==> src/rtl/ipd_payload_deframer_unit_assert.svh <==
// ----------------------------------------------------------------------------
// ipd_payload_deframer_unit_assert.svh
// assertion macros shared by the deframer modules
// ----------------------------------------------------------------------------
`ifndef IPD_PAYLOAD_DEFRAMER_UNIT_ASSERT_SVH
`define IPD_PAYLOAD_DEFRAMER_UNIT_ASSERT_SVH

// same-cycle implication, checked outside reset
`define IPD_ASSERT_NOW(name, ante, cons, msg) \
   name: assert property (@(posedge clock) disable iff (reset) (ante) |-> (cons)) \
      else $error(msg);

// next-cycle implication, checked outside reset
`define IPD_ASSERT_NEXT(name, ante, cons, msg) \
   name: assert property (@(posedge clock) disable iff (reset) (ante) |=> (cons)) \
      else $error(msg);

`endif

==> src/rtl/ipd_pkg.sv <==
// ----------------------------------------------------------------------------
// ipd_pkg
// characters, limits and shared types of the +IPD receive deframer
// ----------------------------------------------------------------------------
package ipd_pkg;

   localparam logic [7:0] CharPlus  = 8'h2B;  // '+'
   localparam logic [7:0] CharI     = 8'h49;  // 'I'
   localparam logic [7:0] CharP     = 8'h50;  // 'P'
   localparam logic [7:0] CharD     = 8'h44;  // 'D'
   localparam logic [7:0] CharComma = 8'h2C;  // ','
   localparam logic [7:0] CharColon = 8'h3A;  // ':'
   localparam logic [7:0] CharZero  = 8'h30;  // '0'
   localparam logic [7:0] CharNine  = 8'h39;  // '9'

   // last length-character count that is still examined
   localparam logic [2:0] MaxLenCount = 3'd5;

   localparam int LenWidth = 16;

   // matcher report to the frame tracker
   typedef struct packed {
      logic start_length;
      logic link_id_valid;
   } match_status_type;

   function automatic logic is_digit(input logic [7:0] c);
      return c inside {[CharZero:CharNine]};
   endfunction

endpackage

==> src/rtl/ipd_matchers.sv <==
// ----------------------------------------------------------------------------
// ipd_matchers
// short "+IPD," and long "+IPD,<digit>," header matchers running side by side
// ----------------------------------------------------------------------------
module ipd_matchers
   import ipd_pkg::*;
(
   input  logic             clock,
   input  logic             reset,
   input  logic             step,
   input  logic [7:0]       rx_byte,
   output match_status_type status
);

   typedef enum logic [2:0] {
      PosIdle   = 3'd0,
      PosPlus   = 3'd1,
      PosI      = 3'd2,
      PosP      = 3'd3,
      PosD      = 3'd4,
      PosComma  = 3'd5,
      PosDigit  = 3'd6
   } match_pos_type;

   match_pos_type short_ff, short_in;
   match_pos_type long_ff, long_in;

   // common prefix advance, '+' at the first position holds there
   function automatic match_pos_type prefix_next(input match_pos_type pos,
                                                 input logic [7:0] c);
      match_pos_type nxt;
      nxt = PosIdle;
      case (pos)
         PosIdle:  if (c == CharPlus) nxt = PosPlus;
         PosPlus: begin
            if (c == CharI) nxt = PosI;
            else if (c == CharPlus) nxt = PosPlus;
         end
         PosI:     if (c == CharP) nxt = PosP;
         PosP:     if (c == CharD) nxt = PosD;
         PosD:     if (c == CharComma) nxt = PosComma;
         default:  nxt = PosIdle;
      endcase
      return nxt;
   endfunction

   // next matcher positions and match report
   always_comb begin
      logic short_hit;
      logic long_hit;
      logic link_hit;
      short_hit = 1'b0;
      long_hit  = 1'b0;
      link_hit  = 1'b0;

      if (short_ff == PosD && rx_byte == CharComma) begin
         short_in  = PosIdle;
         short_hit = 1'b1;
      end else begin
         short_in = prefix_next(short_ff, rx_byte);
         if (short_in == PosComma) short_in = PosIdle;
      end

      if (long_ff == PosComma && is_digit(rx_byte)) begin
         long_in  = PosDigit;
         link_hit = 1'b1;
      end else if (long_ff == PosDigit && rx_byte == CharComma) begin
         long_in  = PosIdle;
         long_hit = 1'b1;
      end else begin
         long_in = prefix_next(long_ff, rx_byte);
      end

      status.start_length  = short_hit | long_hit;
      status.link_id_valid = link_hit;
   end

   // matcher state
   always_ff @(posedge clock) begin
      if (reset) begin
         short_ff <= PosIdle;
         long_ff  <= PosIdle;
      end else if (step) begin
         short_ff <= short_in;
         long_ff  <= long_in;
      end
   end

endmodule

==> src/rtl/ipd_frame.sv <==
// ----------------------------------------------------------------------------
// ipd_frame
// length digit reader and payload counter of one +IPD frame
// ----------------------------------------------------------------------------
`include "ipd_payload_deframer_unit_assert.svh"

module ipd_frame
   import ipd_pkg::*;
(
   input  logic             clock,
   input  logic             reset,
   input  logic             step,
   input  logic [7:0]       rx_byte,
   input  match_status_type status,
   output logic             payload_valid
);

   logic [LenWidth-1:0] length_left_ff, length_left_in;
   logic                length_phase_ff, length_phase_in;
   logic                payload_phase_ff, payload_phase_in;
   logic [2:0]          len_count_ff, len_count_in;

   // payload phase, then length phase, then a header match restarts the length
   always_comb begin
      logic [LenWidth-1:0] times_ten;
      length_left_in   = length_left_ff;
      length_phase_in  = length_phase_ff;
      payload_phase_in = payload_phase_ff;
      len_count_in     = len_count_ff;
      payload_valid    = 1'b0;

      if (payload_phase_in) begin
         if (length_left_in != '0) begin
            length_left_in = length_left_in - 1'b1;
            payload_valid  = 1'b1;
         end else begin
            payload_phase_in = 1'b0;
            length_phase_in  = 1'b0;
            length_left_in   = '0;
         end
      end

      times_ten = (length_left_in << 3) + (length_left_in << 1);

      if (length_phase_in) begin
         if (len_count_in <= MaxLenCount) begin
            len_count_in = len_count_in + 1'b1;
            if (rx_byte == CharColon) begin
               length_phase_in  = 1'b0;
               len_count_in     = '0;
               payload_phase_in = 1'b1;
            end else if (is_digit(rx_byte)) begin
               length_left_in = times_ten + LenWidth'(rx_byte[3:0]);
            end
         end else begin
            len_count_in = '0;
         end
      end

      if (status.start_length) begin
         length_phase_in = 1'b1;
         len_count_in    = '0;
         length_left_in  = '0;
      end
   end

   // frame state
   always_ff @(posedge clock) begin
      if (reset) begin
         length_left_ff   <= '0;
         length_phase_ff  <= 1'b0;
         payload_phase_ff <= 1'b0;
         len_count_ff     <= '0;
      end else if (step) begin
         length_left_ff   <= length_left_in;
         length_phase_ff  <= length_phase_in;
         payload_phase_ff <= payload_phase_in;
         len_count_ff     <= len_count_in;
      end
   end

   // checks
   `IPD_ASSERT_NOW(a_count_bound, 1'b1, len_count_ff <= 3'd6, "length count out of range")
   `IPD_ASSERT_NOW(a_both_phases, length_phase_ff && payload_phase_ff, length_left_ff == '0, "header restart during payload left a nonzero length")
   `IPD_ASSERT_NEXT(a_frame_close, step && payload_phase_ff && length_left_ff == '0, !payload_phase_ff, "frame not closed after last payload byte")

endmodule

==> src/rtl/ipd_payload_deframer_unit.sv <==
// ----------------------------------------------------------------------------
// ipd_payload_deframer_unit
// receive deframer for +IPD modem data frames: one byte in, one result out
// ----------------------------------------------------------------------------
// Usage:
//   req channel carries one received modem byte per transfer (req_rx_byte).
//   rsp channel returns one result per byte: payload_valid/payload_byte
//   mark bytes inside a frame body, link_id_valid/link_id_char report the
//   connection digit of a "+IPD,<digit>," header.
//   A transfer is taken at a clock edge with valid high and stall low.
//   The result of an accepted byte passes the input register, then the
//   result register; one byte per cycle is sustained while rsp_stall is low,
//   set by the single input register and single result register.
//   When rsp_stall is held, the result register holds its item and the
//   input register can still take one more byte; req_stall rises only
//   when both registers are full and the result is not taken.
//   Reset (synchronous, active high) empties both registers and clears the
//   matchers and the frame state; no frame is open after reset.
// ----------------------------------------------------------------------------
`include "ipd_payload_deframer_unit_assert.svh"

module ipd_payload_deframer_unit
   import ipd_pkg::*;
(
   input  logic       clock,
   input  logic       reset,
   input  logic       req_valid,
   output logic       req_stall,
   input  logic [7:0] req_rx_byte,
   output logic       rsp_valid,
   input  logic       rsp_stall,
   output logic       rsp_payload_valid,
   output logic [7:0] rsp_payload_byte,
   output logic       rsp_link_id_valid,
   output logic [5:0] rsp_link_id_char
);

   logic       in_valid_ff, in_valid_in;
   logic [7:0] in_byte_ff, in_byte_in;
   logic       out_valid_ff, out_valid_in;
   logic       out_pv_ff, out_pv_in;
   logic [7:0] out_pb_ff, out_pb_in;
   logic       out_lv_ff, out_lv_in;
   logic [5:0] out_lc_ff, out_lc_in;

   logic             out_free;
   logic             step;
   logic             req_take;
   logic             payload_valid;
   match_status_type status;

   // handshake: the held byte moves on when the result register frees up
   assign out_free  = !out_valid_ff || !rsp_stall;
   assign step      = in_valid_ff && out_free;
   assign req_stall = in_valid_ff && !out_free;
   assign req_take  = req_valid && !req_stall;

   ipd_matchers u_matchers (
      .clock   (clock),
      .reset   (reset),
      .step    (step),
      .rx_byte (in_byte_ff),
      .status  (status)
   );

   ipd_frame u_frame (
      .clock         (clock),
      .reset         (reset),
      .step          (step),
      .rx_byte       (in_byte_ff),
      .status        (status),
      .payload_valid (payload_valid)
   );

   // register next values
   always_comb begin
      in_valid_in  = req_take ? 1'b1 : (step ? 1'b0 : in_valid_ff);
      in_byte_in   = req_take ? req_rx_byte : in_byte_ff;
      out_valid_in = step ? 1'b1 : (rsp_stall ? out_valid_ff : 1'b0);
      out_pv_in    = step ? payload_valid : out_pv_ff;
      out_pb_in    = step ? (payload_valid ? in_byte_ff : 8'h00) : out_pb_ff;
      out_lv_in    = step ? status.link_id_valid : out_lv_ff;
      out_lc_in    = step ? (status.link_id_valid ? in_byte_ff[5:0] : 6'h00)
                          : out_lc_ff;
   end

   // input and result registers
   always_ff @(posedge clock) begin
      if (reset) begin
         in_valid_ff  <= 1'b0;
         out_valid_ff <= 1'b0;
      end else begin
         in_valid_ff  <= in_valid_in;
         out_valid_ff <= out_valid_in;
      end
      in_byte_ff <= in_byte_in;
      out_pv_ff  <= out_pv_in;
      out_pb_ff  <= out_pb_in;
      out_lv_ff  <= out_lv_in;
      out_lc_ff  <= out_lc_in;
   end

   assign rsp_valid         = out_valid_ff;
   assign rsp_payload_valid = out_pv_ff;
   assign rsp_payload_byte  = out_pb_ff;
   assign rsp_link_id_valid = out_lv_ff;
   assign rsp_link_id_char  = out_lc_ff;

   // checks
   `IPD_ASSERT_NOW(a_link_digit, rsp_valid && rsp_link_id_valid, rsp_link_id_char >= 6'd48 && rsp_link_id_char <= 6'd57, "link id is not a digit")
   `IPD_ASSERT_NOW(a_payload_zero, rsp_valid && !rsp_payload_valid, rsp_payload_byte == 8'h00, "payload byte not cleared outside a frame body")
   `IPD_ASSERT_NEXT(a_step_fills, step, out_valid_ff, "processed byte did not reach the result register")

endmodule

==> config.mk <==
export PLATFORM = sky130hd
export DESIGN_NAME = ipd_payload_deframer_unit
export DESIGN_NICKNAME = d
export VERILOG_FILES = /design/src/rtl/ipd_pkg.sv /design/src/rtl/ipd_matchers.sv /design/src/rtl/ipd_frame.sv /design/src/rtl/ipd_payload_deframer_unit.sv
export VERILOG_INCLUDE_DIRS = /design/src /design/src/rtl
export SDC_FILE = /design/constraint.sdc
export NUM_CORES = 1
export LEC_CHECK = 0
export BUFFER_PORTS_ARGS = -buffer_cell sky130_fd_sc_hd__buf_4
export CORE_MARGIN = 2
export CORE_UTILIZATION = 65
export DETAILED_ROUTE_END_ITERATION = 8
export GPL_ROUTABILITY_DRIVEN = 0
export PLACE_DENSITY = 0.84
export SETUP_SLACK_MARGIN = 0.02
export SYNTH_ARGS = -nofsm -noshare
export SYNTH_HDL_FRONTEND = slang
export SYNTH_SLANG_ARGS = --single-unit
==> constraint.sdc <==
create_clock -name clock -period 9.1 [get_ports clock]
set_clock_uncertainty 0.15 [all_clocks]
set_input_delay 2.275 -clock clock [delete_from_list [all_inputs] [get_ports clock]]
set_output_delay 2.275 -clock clock [all_outputs]
set_load 0.01 [all_outputs]
Word level (Yosys, flattened, before mapping)
Index checks and enable logic that the tools add are counted.
{"block": "op_classes", "add_sub_neg": 4, "n_lt_le_gt_ge": 3, "n_eq_ne": 18, "muxes": 42, "bitwise": 1, "reduce_logical": 18}
{"op": "2-to-1 mux 16 bit", "count": 7}
{"op": "2-to-1 mux 3 bit", "count": 12}
{"op": "one-hot mux 3 bit (5 select lines)", "count": 2}
{"op": "== test 8 x 6 -> 1 bit, second input constant", "count": 3}
{"op": "== test 8 x 7 -> 1 bit, second input constant", "count": 3}
{"op": "2-to-1 mux 1 bit", "count": 20}
{"op": "adder 16 bit", "count": 1}
{"op": "adder 16 x 4 -> 16 bit", "count": 1}
{"op": "nonzero test 16 bit", "count": 1}
{"op": "subtractor 16 x 1 -> 16 bit, second input constant", "count": 1}
{"op": "== test 3 bit, second input constant", "count": 5}
{"op": "== test 3 x 2 -> 1 bit, second input constant", "count": 4}
{"op": "greater-or-equal comparator 8 x 6 -> 1 bit, second input constant", "count": 1}
{"op": "less-or-equal comparator 8 x 6 -> 1 bit, second input constant", "count": 1}
{"op": "logical AND 1 bit", "count": 7}
{"op": "== test 3 x 1 -> 1 bit, second input constant", "count": 2}
{"op": "zero test 3 bit", "count": 2}
{"op": "zero test 1 bit", "count": 4}
{"op": "nonzero test 2 bit", "count": 2}
{"op": "adder 3 x 1 -> 3 bit, second input constant", "count": 1}
{"op": "less-or-equal comparator 3 bit, second input constant", "count": 1}
{"op": "2-to-1 mux 2 bit", "count": 1}
{"op": "inequality test 2 x 1 -> 1 bit, second input constant", "count": 1}
{"op": "AND reduction 2 bit", "count": 1}
{"op": "2 further kinds", "count": 2}
{"block": "totals", "register_bits": 53, "input_bits": 12, "word_cells": 99}

Logic depth before layout (Yosys ltp)
{"block": "logic_depth", "depth_word": 10, "mapped_depth": 16}

Cells and area by module
A second synthesis with hierarchy kept.
{"block": "unflattened", "hier_cells": 381, "hier_area_um2": 3592.2}
{"mod": "ipd_frame", "instances": 1, "cells_each": 267, "area_each_um2": 2172.1, "seq_area_each_um2": 420.4}
{"mod": "ipd_payload_deframer_unit", "instances": 1, "cells_each": 48, "area_each_um2": 894.6, "seq_area_each_um2": 760.7}
{"mod": "ipd_matchers", "instances": 1, "cells_each": 66, "area_each_um2": 525.5, "seq_area_each_um2": 120.1}

Least setup slack after synthesis
Ideal clock, no wire load.
{"block": "synth_timing", "path_kind": "input-to-output", "from": "input rsp_stall", "to": "output req_stall", "t_arrival_ns": 2.495, "slack_ns": 4.180, "cell_stages": 1, "n_path_buf": 0, "cell_sequence": "and3_1"}
{"block": "synth_between", "elab_chain_cells": 4}
{"element": "start: declaration", "line_no": "ipd_payload_deframer_unit.sv:31", "rtl": "input logic rsp_stall,"}
{"element": "zero test 1 bit", "line_no": "ipd_payload_deframer_unit.sv:53", "rtl": "assign out_free = !out_valid_ff || !rsp_stall;"}
{"element": "logical OR 1 bit", "line_no": "ipd_payload_deframer_unit.sv:53"}
{"element": "zero test 1 bit", "line_no": "ipd_payload_deframer_unit.sv:55", "rtl": "assign req_stall = in_valid_ff && !out_free;"}
{"element": "logical AND 1 bit", "line_no": "ipd_payload_deframer_unit.sv:55"}
{"element": "end: declaration", "line_no": "ipd_payload_deframer_unit.sv:28", "rtl": "output logic req_stall,"}
No other way between the ends.

Worst setup path in the final report
Same ends and word-level chain as after synthesis.

==> impl_metrics.py <==
metrics = {
    "synth": {
        "synth-xor-area-share_pct": 4.18,
        "syn_avg_cell_area_um2": 9.37,
        "yosys_warnings": 0,
        "ys.flop_type": "dfxtp_1",
        "syn_area_um2": 3560,
        "synthArstFlopShare_pct": 0,
        "ys_ff_latch": 53,
        "syn_nets": 422,
        "synthAdderAreaFrac_pct": 11.0,
        "yosysSeqAreaShare_pct": 36.5,
        "ys_types": 70,
        "synth_top_area_share_pct": 20.2,
        "syn-instance-count": 380,
        "yosys.area_share.simple_pct": 25.3,
        "yosys-top-cells-count": "nor2_1 (35), dfxtp_1 (29), ha_1 (28)",
        "synth_compound_area_share_pct": 17.1,
        "synth_top_family_by_area": "simple AND/OR/NAND/NOR gates",
        "synth-edff-count": 24,
        "yosysTopAreaCell": "edfxtp_1",
        "synth_mux_area_share_pct": 2.92,
        "synthTopCellsByArea": "edfxtp_1 (20%), dfxtp_1 (16%), ha_1 (9.8%), nor2_1 (3.7%), o21ai_0 (3.4%)",
        "synth.most_common_cell": "nor2_1",
    },
    "placement": {
        "io_buffer_count": 29,
        "hpwl_mm": 6.23,
        "pre_cts_ws_ns": 3.94,
    },
    "setup_path": {
        "startpoint_type": "input pin",
        "critPathKind": "in2out",
        "required_ns": 6.68,
        "cp.arrival_ns": 2.74,
        "path_max_fanout": 3,
        "cp-end-kind": "primary output",
    },
    "hold_path": {
        "hp-class": "reg2reg",
    },
    "cells_and_area": {
        "utilization_pct": 75.0,
        "antenna_cells": 0,
        "finalNetCount": 447,
        "drive_above_1_share_pct": 14.3,
        "syn_to_final_growth_pct": 9.66,
    },
    "clocking": {
        "clk_path_buf_depth": 2,
        "cts_tree": "built",
        "cts.clk_slew.worst_paths_ns": 0.09,
        "ctsHoldBuffers": 0,
        "cts.sinks": 53,
        "clk_latency_ns": 0.31,
        "htreeDepth": 2,
        "postCtsSetupRepairBufs": 0,
        "cts_made_buffers": 5,
        "ctsResizeCount": 0,
        "clockRootBuffer": "clkbuf_8",
    },
    "grt": {
        "antenna_found_initial": 0,
        "globalRouteTotalUtil_pct": 28.1,
        "grt-ovfl-total": 0,
        "grt_pass1_wl_mm": 13.6,
        "grt_max_degree": 30,
        "grt_pass1_vias": 2779,
    },
    "sta": {
        "final.setup.worst_slack_ns": 3.94,
        "relSlewSlack_pct": 36.3,
        "finalSetupViolCount": 0,
        "worst_hold_slack_ns": 0.360,
        "fin_crit_sh_pct": 56.7,
        "rsz0062_at_grt": "false",
        "finalSetupTns_ns": 0,
        "fin_crit_ns": 5.16,
        "finalHoldViolCount": 0,
        "clock.fmax_mhz": 194,
        "slew_viol_final": 0,
        "worstMarginPinSlew_ns": 0.954,
    },
    "floorplan": {
        "die-height_um": 78.0,
        "die-area_um2": 6090,
        "core_um2": 5200,
        "num_rows": 26,
        "boundaryPins": 30,
        "die_x_um": 78.0,
        "start_util_pct": 68.4,
    },
    "routing": {
        "drc": 0,
        "wl_mm": 8.25,
        "drt_iter0_markers": 340,
        "wl_per_cell_um": 17.3,
        "first_pass_iters": 5,
        "routed-via-count": 3079,
        "ant_nets": 0,
        "viasPerCell": 6.47,
    },
    "power_and_ir_drop": {
        "finalPower_mw": 0.505,
        "peakVddDrop_mv": 0.0787,
        "leakagePower_nw": 1.65,
        "powerDensity_nw_per_um2": 129,
    },
    "outcome": {
        "outcome": "finished clean",
    },
    "flow_run": {
        "max_cap_viol_count": 0,
    },
}
==> logic make-up after synthesis <==
group | after synthesis
fa+ha+maj | 30
mux | 10
buf+inv | 26
flops | 53
simple gates | 153
compound gates | 91
xor+xnor | 17
==> state kept, by name, summed over array words and instances (netlist names), 3 cells and up <==
| register | count |
|---|---|
| u_matchers.long_ff | 3 |
| rsp_link_id_char | 6 |
| rsp_payload_byte | 8 |
| u_frame.length_left_ff | 16 |
| u_matchers.short_ff | 3 |
| in_byte_ff | 8 |
| u_frame.len_count_ff | 3 |
==> final timing paths <==
check             cells past startpoint                       start  slack (ns)                         end
setup reg to reg                     14  u_frame.length_left_ff[12]        4.78  u_frame.length_left_ff[10]
setup / recovery                      3                   rsp_stall        3.94                   req_stall
hold reg to reg                       2      u_matchers.short_ff[2]        0.36      u_matchers.short_ff[2]
hold / removal                        2      u_matchers.short_ff[2]        0.36      u_matchers.short_ff[2]
==> worst max-delay path, cell delays in order <==
cell    delay, ns
buf_4        0.12
and3_1       0.20
buf_4        0.15
==> power breakdown <==
group / internal, mW / switching [mW] / total (mW)
registers: 0.257 / 0.00965 / 0.267
logic: 0.0437 / 0.0627 / 0.106
clock network: 0.0550 / 0.0769 / 0.132
total: 0.356 / 0.149 / 0.505
==> layout by cell type, fill, tap and decap left out, types with 12 or more instances in the layout <==
master,count
a21oi_1,17
and3_1,12
dfxtp_1,29
buf_4,29
ha_1,28
nor3_1,15
nand2_1,25
inv_1,15
o21ai_0,24
edfxtp_1,24
nor2_1,35
==> final cells by class <==
class,instances,area [µm²]
fillers,381,1300
clock buffers,6,72.6
clock inverters,2,13.8
inverters,15,56.3
flip-flops and latches,53,1300
well taps,70,87.6
repair buffers,29,218
multi-input cells,301,2160
==> through the flow <==
step	instances	cell area (µm²)
after global placement	468	3820
after detailed placement	468	3820
after global routing	476	3910
final	476	3910
after floorplan	380	3560
after CTS	476	3910
==> per-layer routing <==
metal  share of wire [%]  global-route usage (%)  up-vias  wire length, µm
met1                  47                    42.5     1434             3860
li1                    -                       -     1489                -
met4                 2.0                    7.54        0              164
met3                 7.0                    4.14       21              581
met5                   0                       0        -                0
met2                  44                    42.2      135             3640
Note: power is estimated with default switching activity, not from simulation.
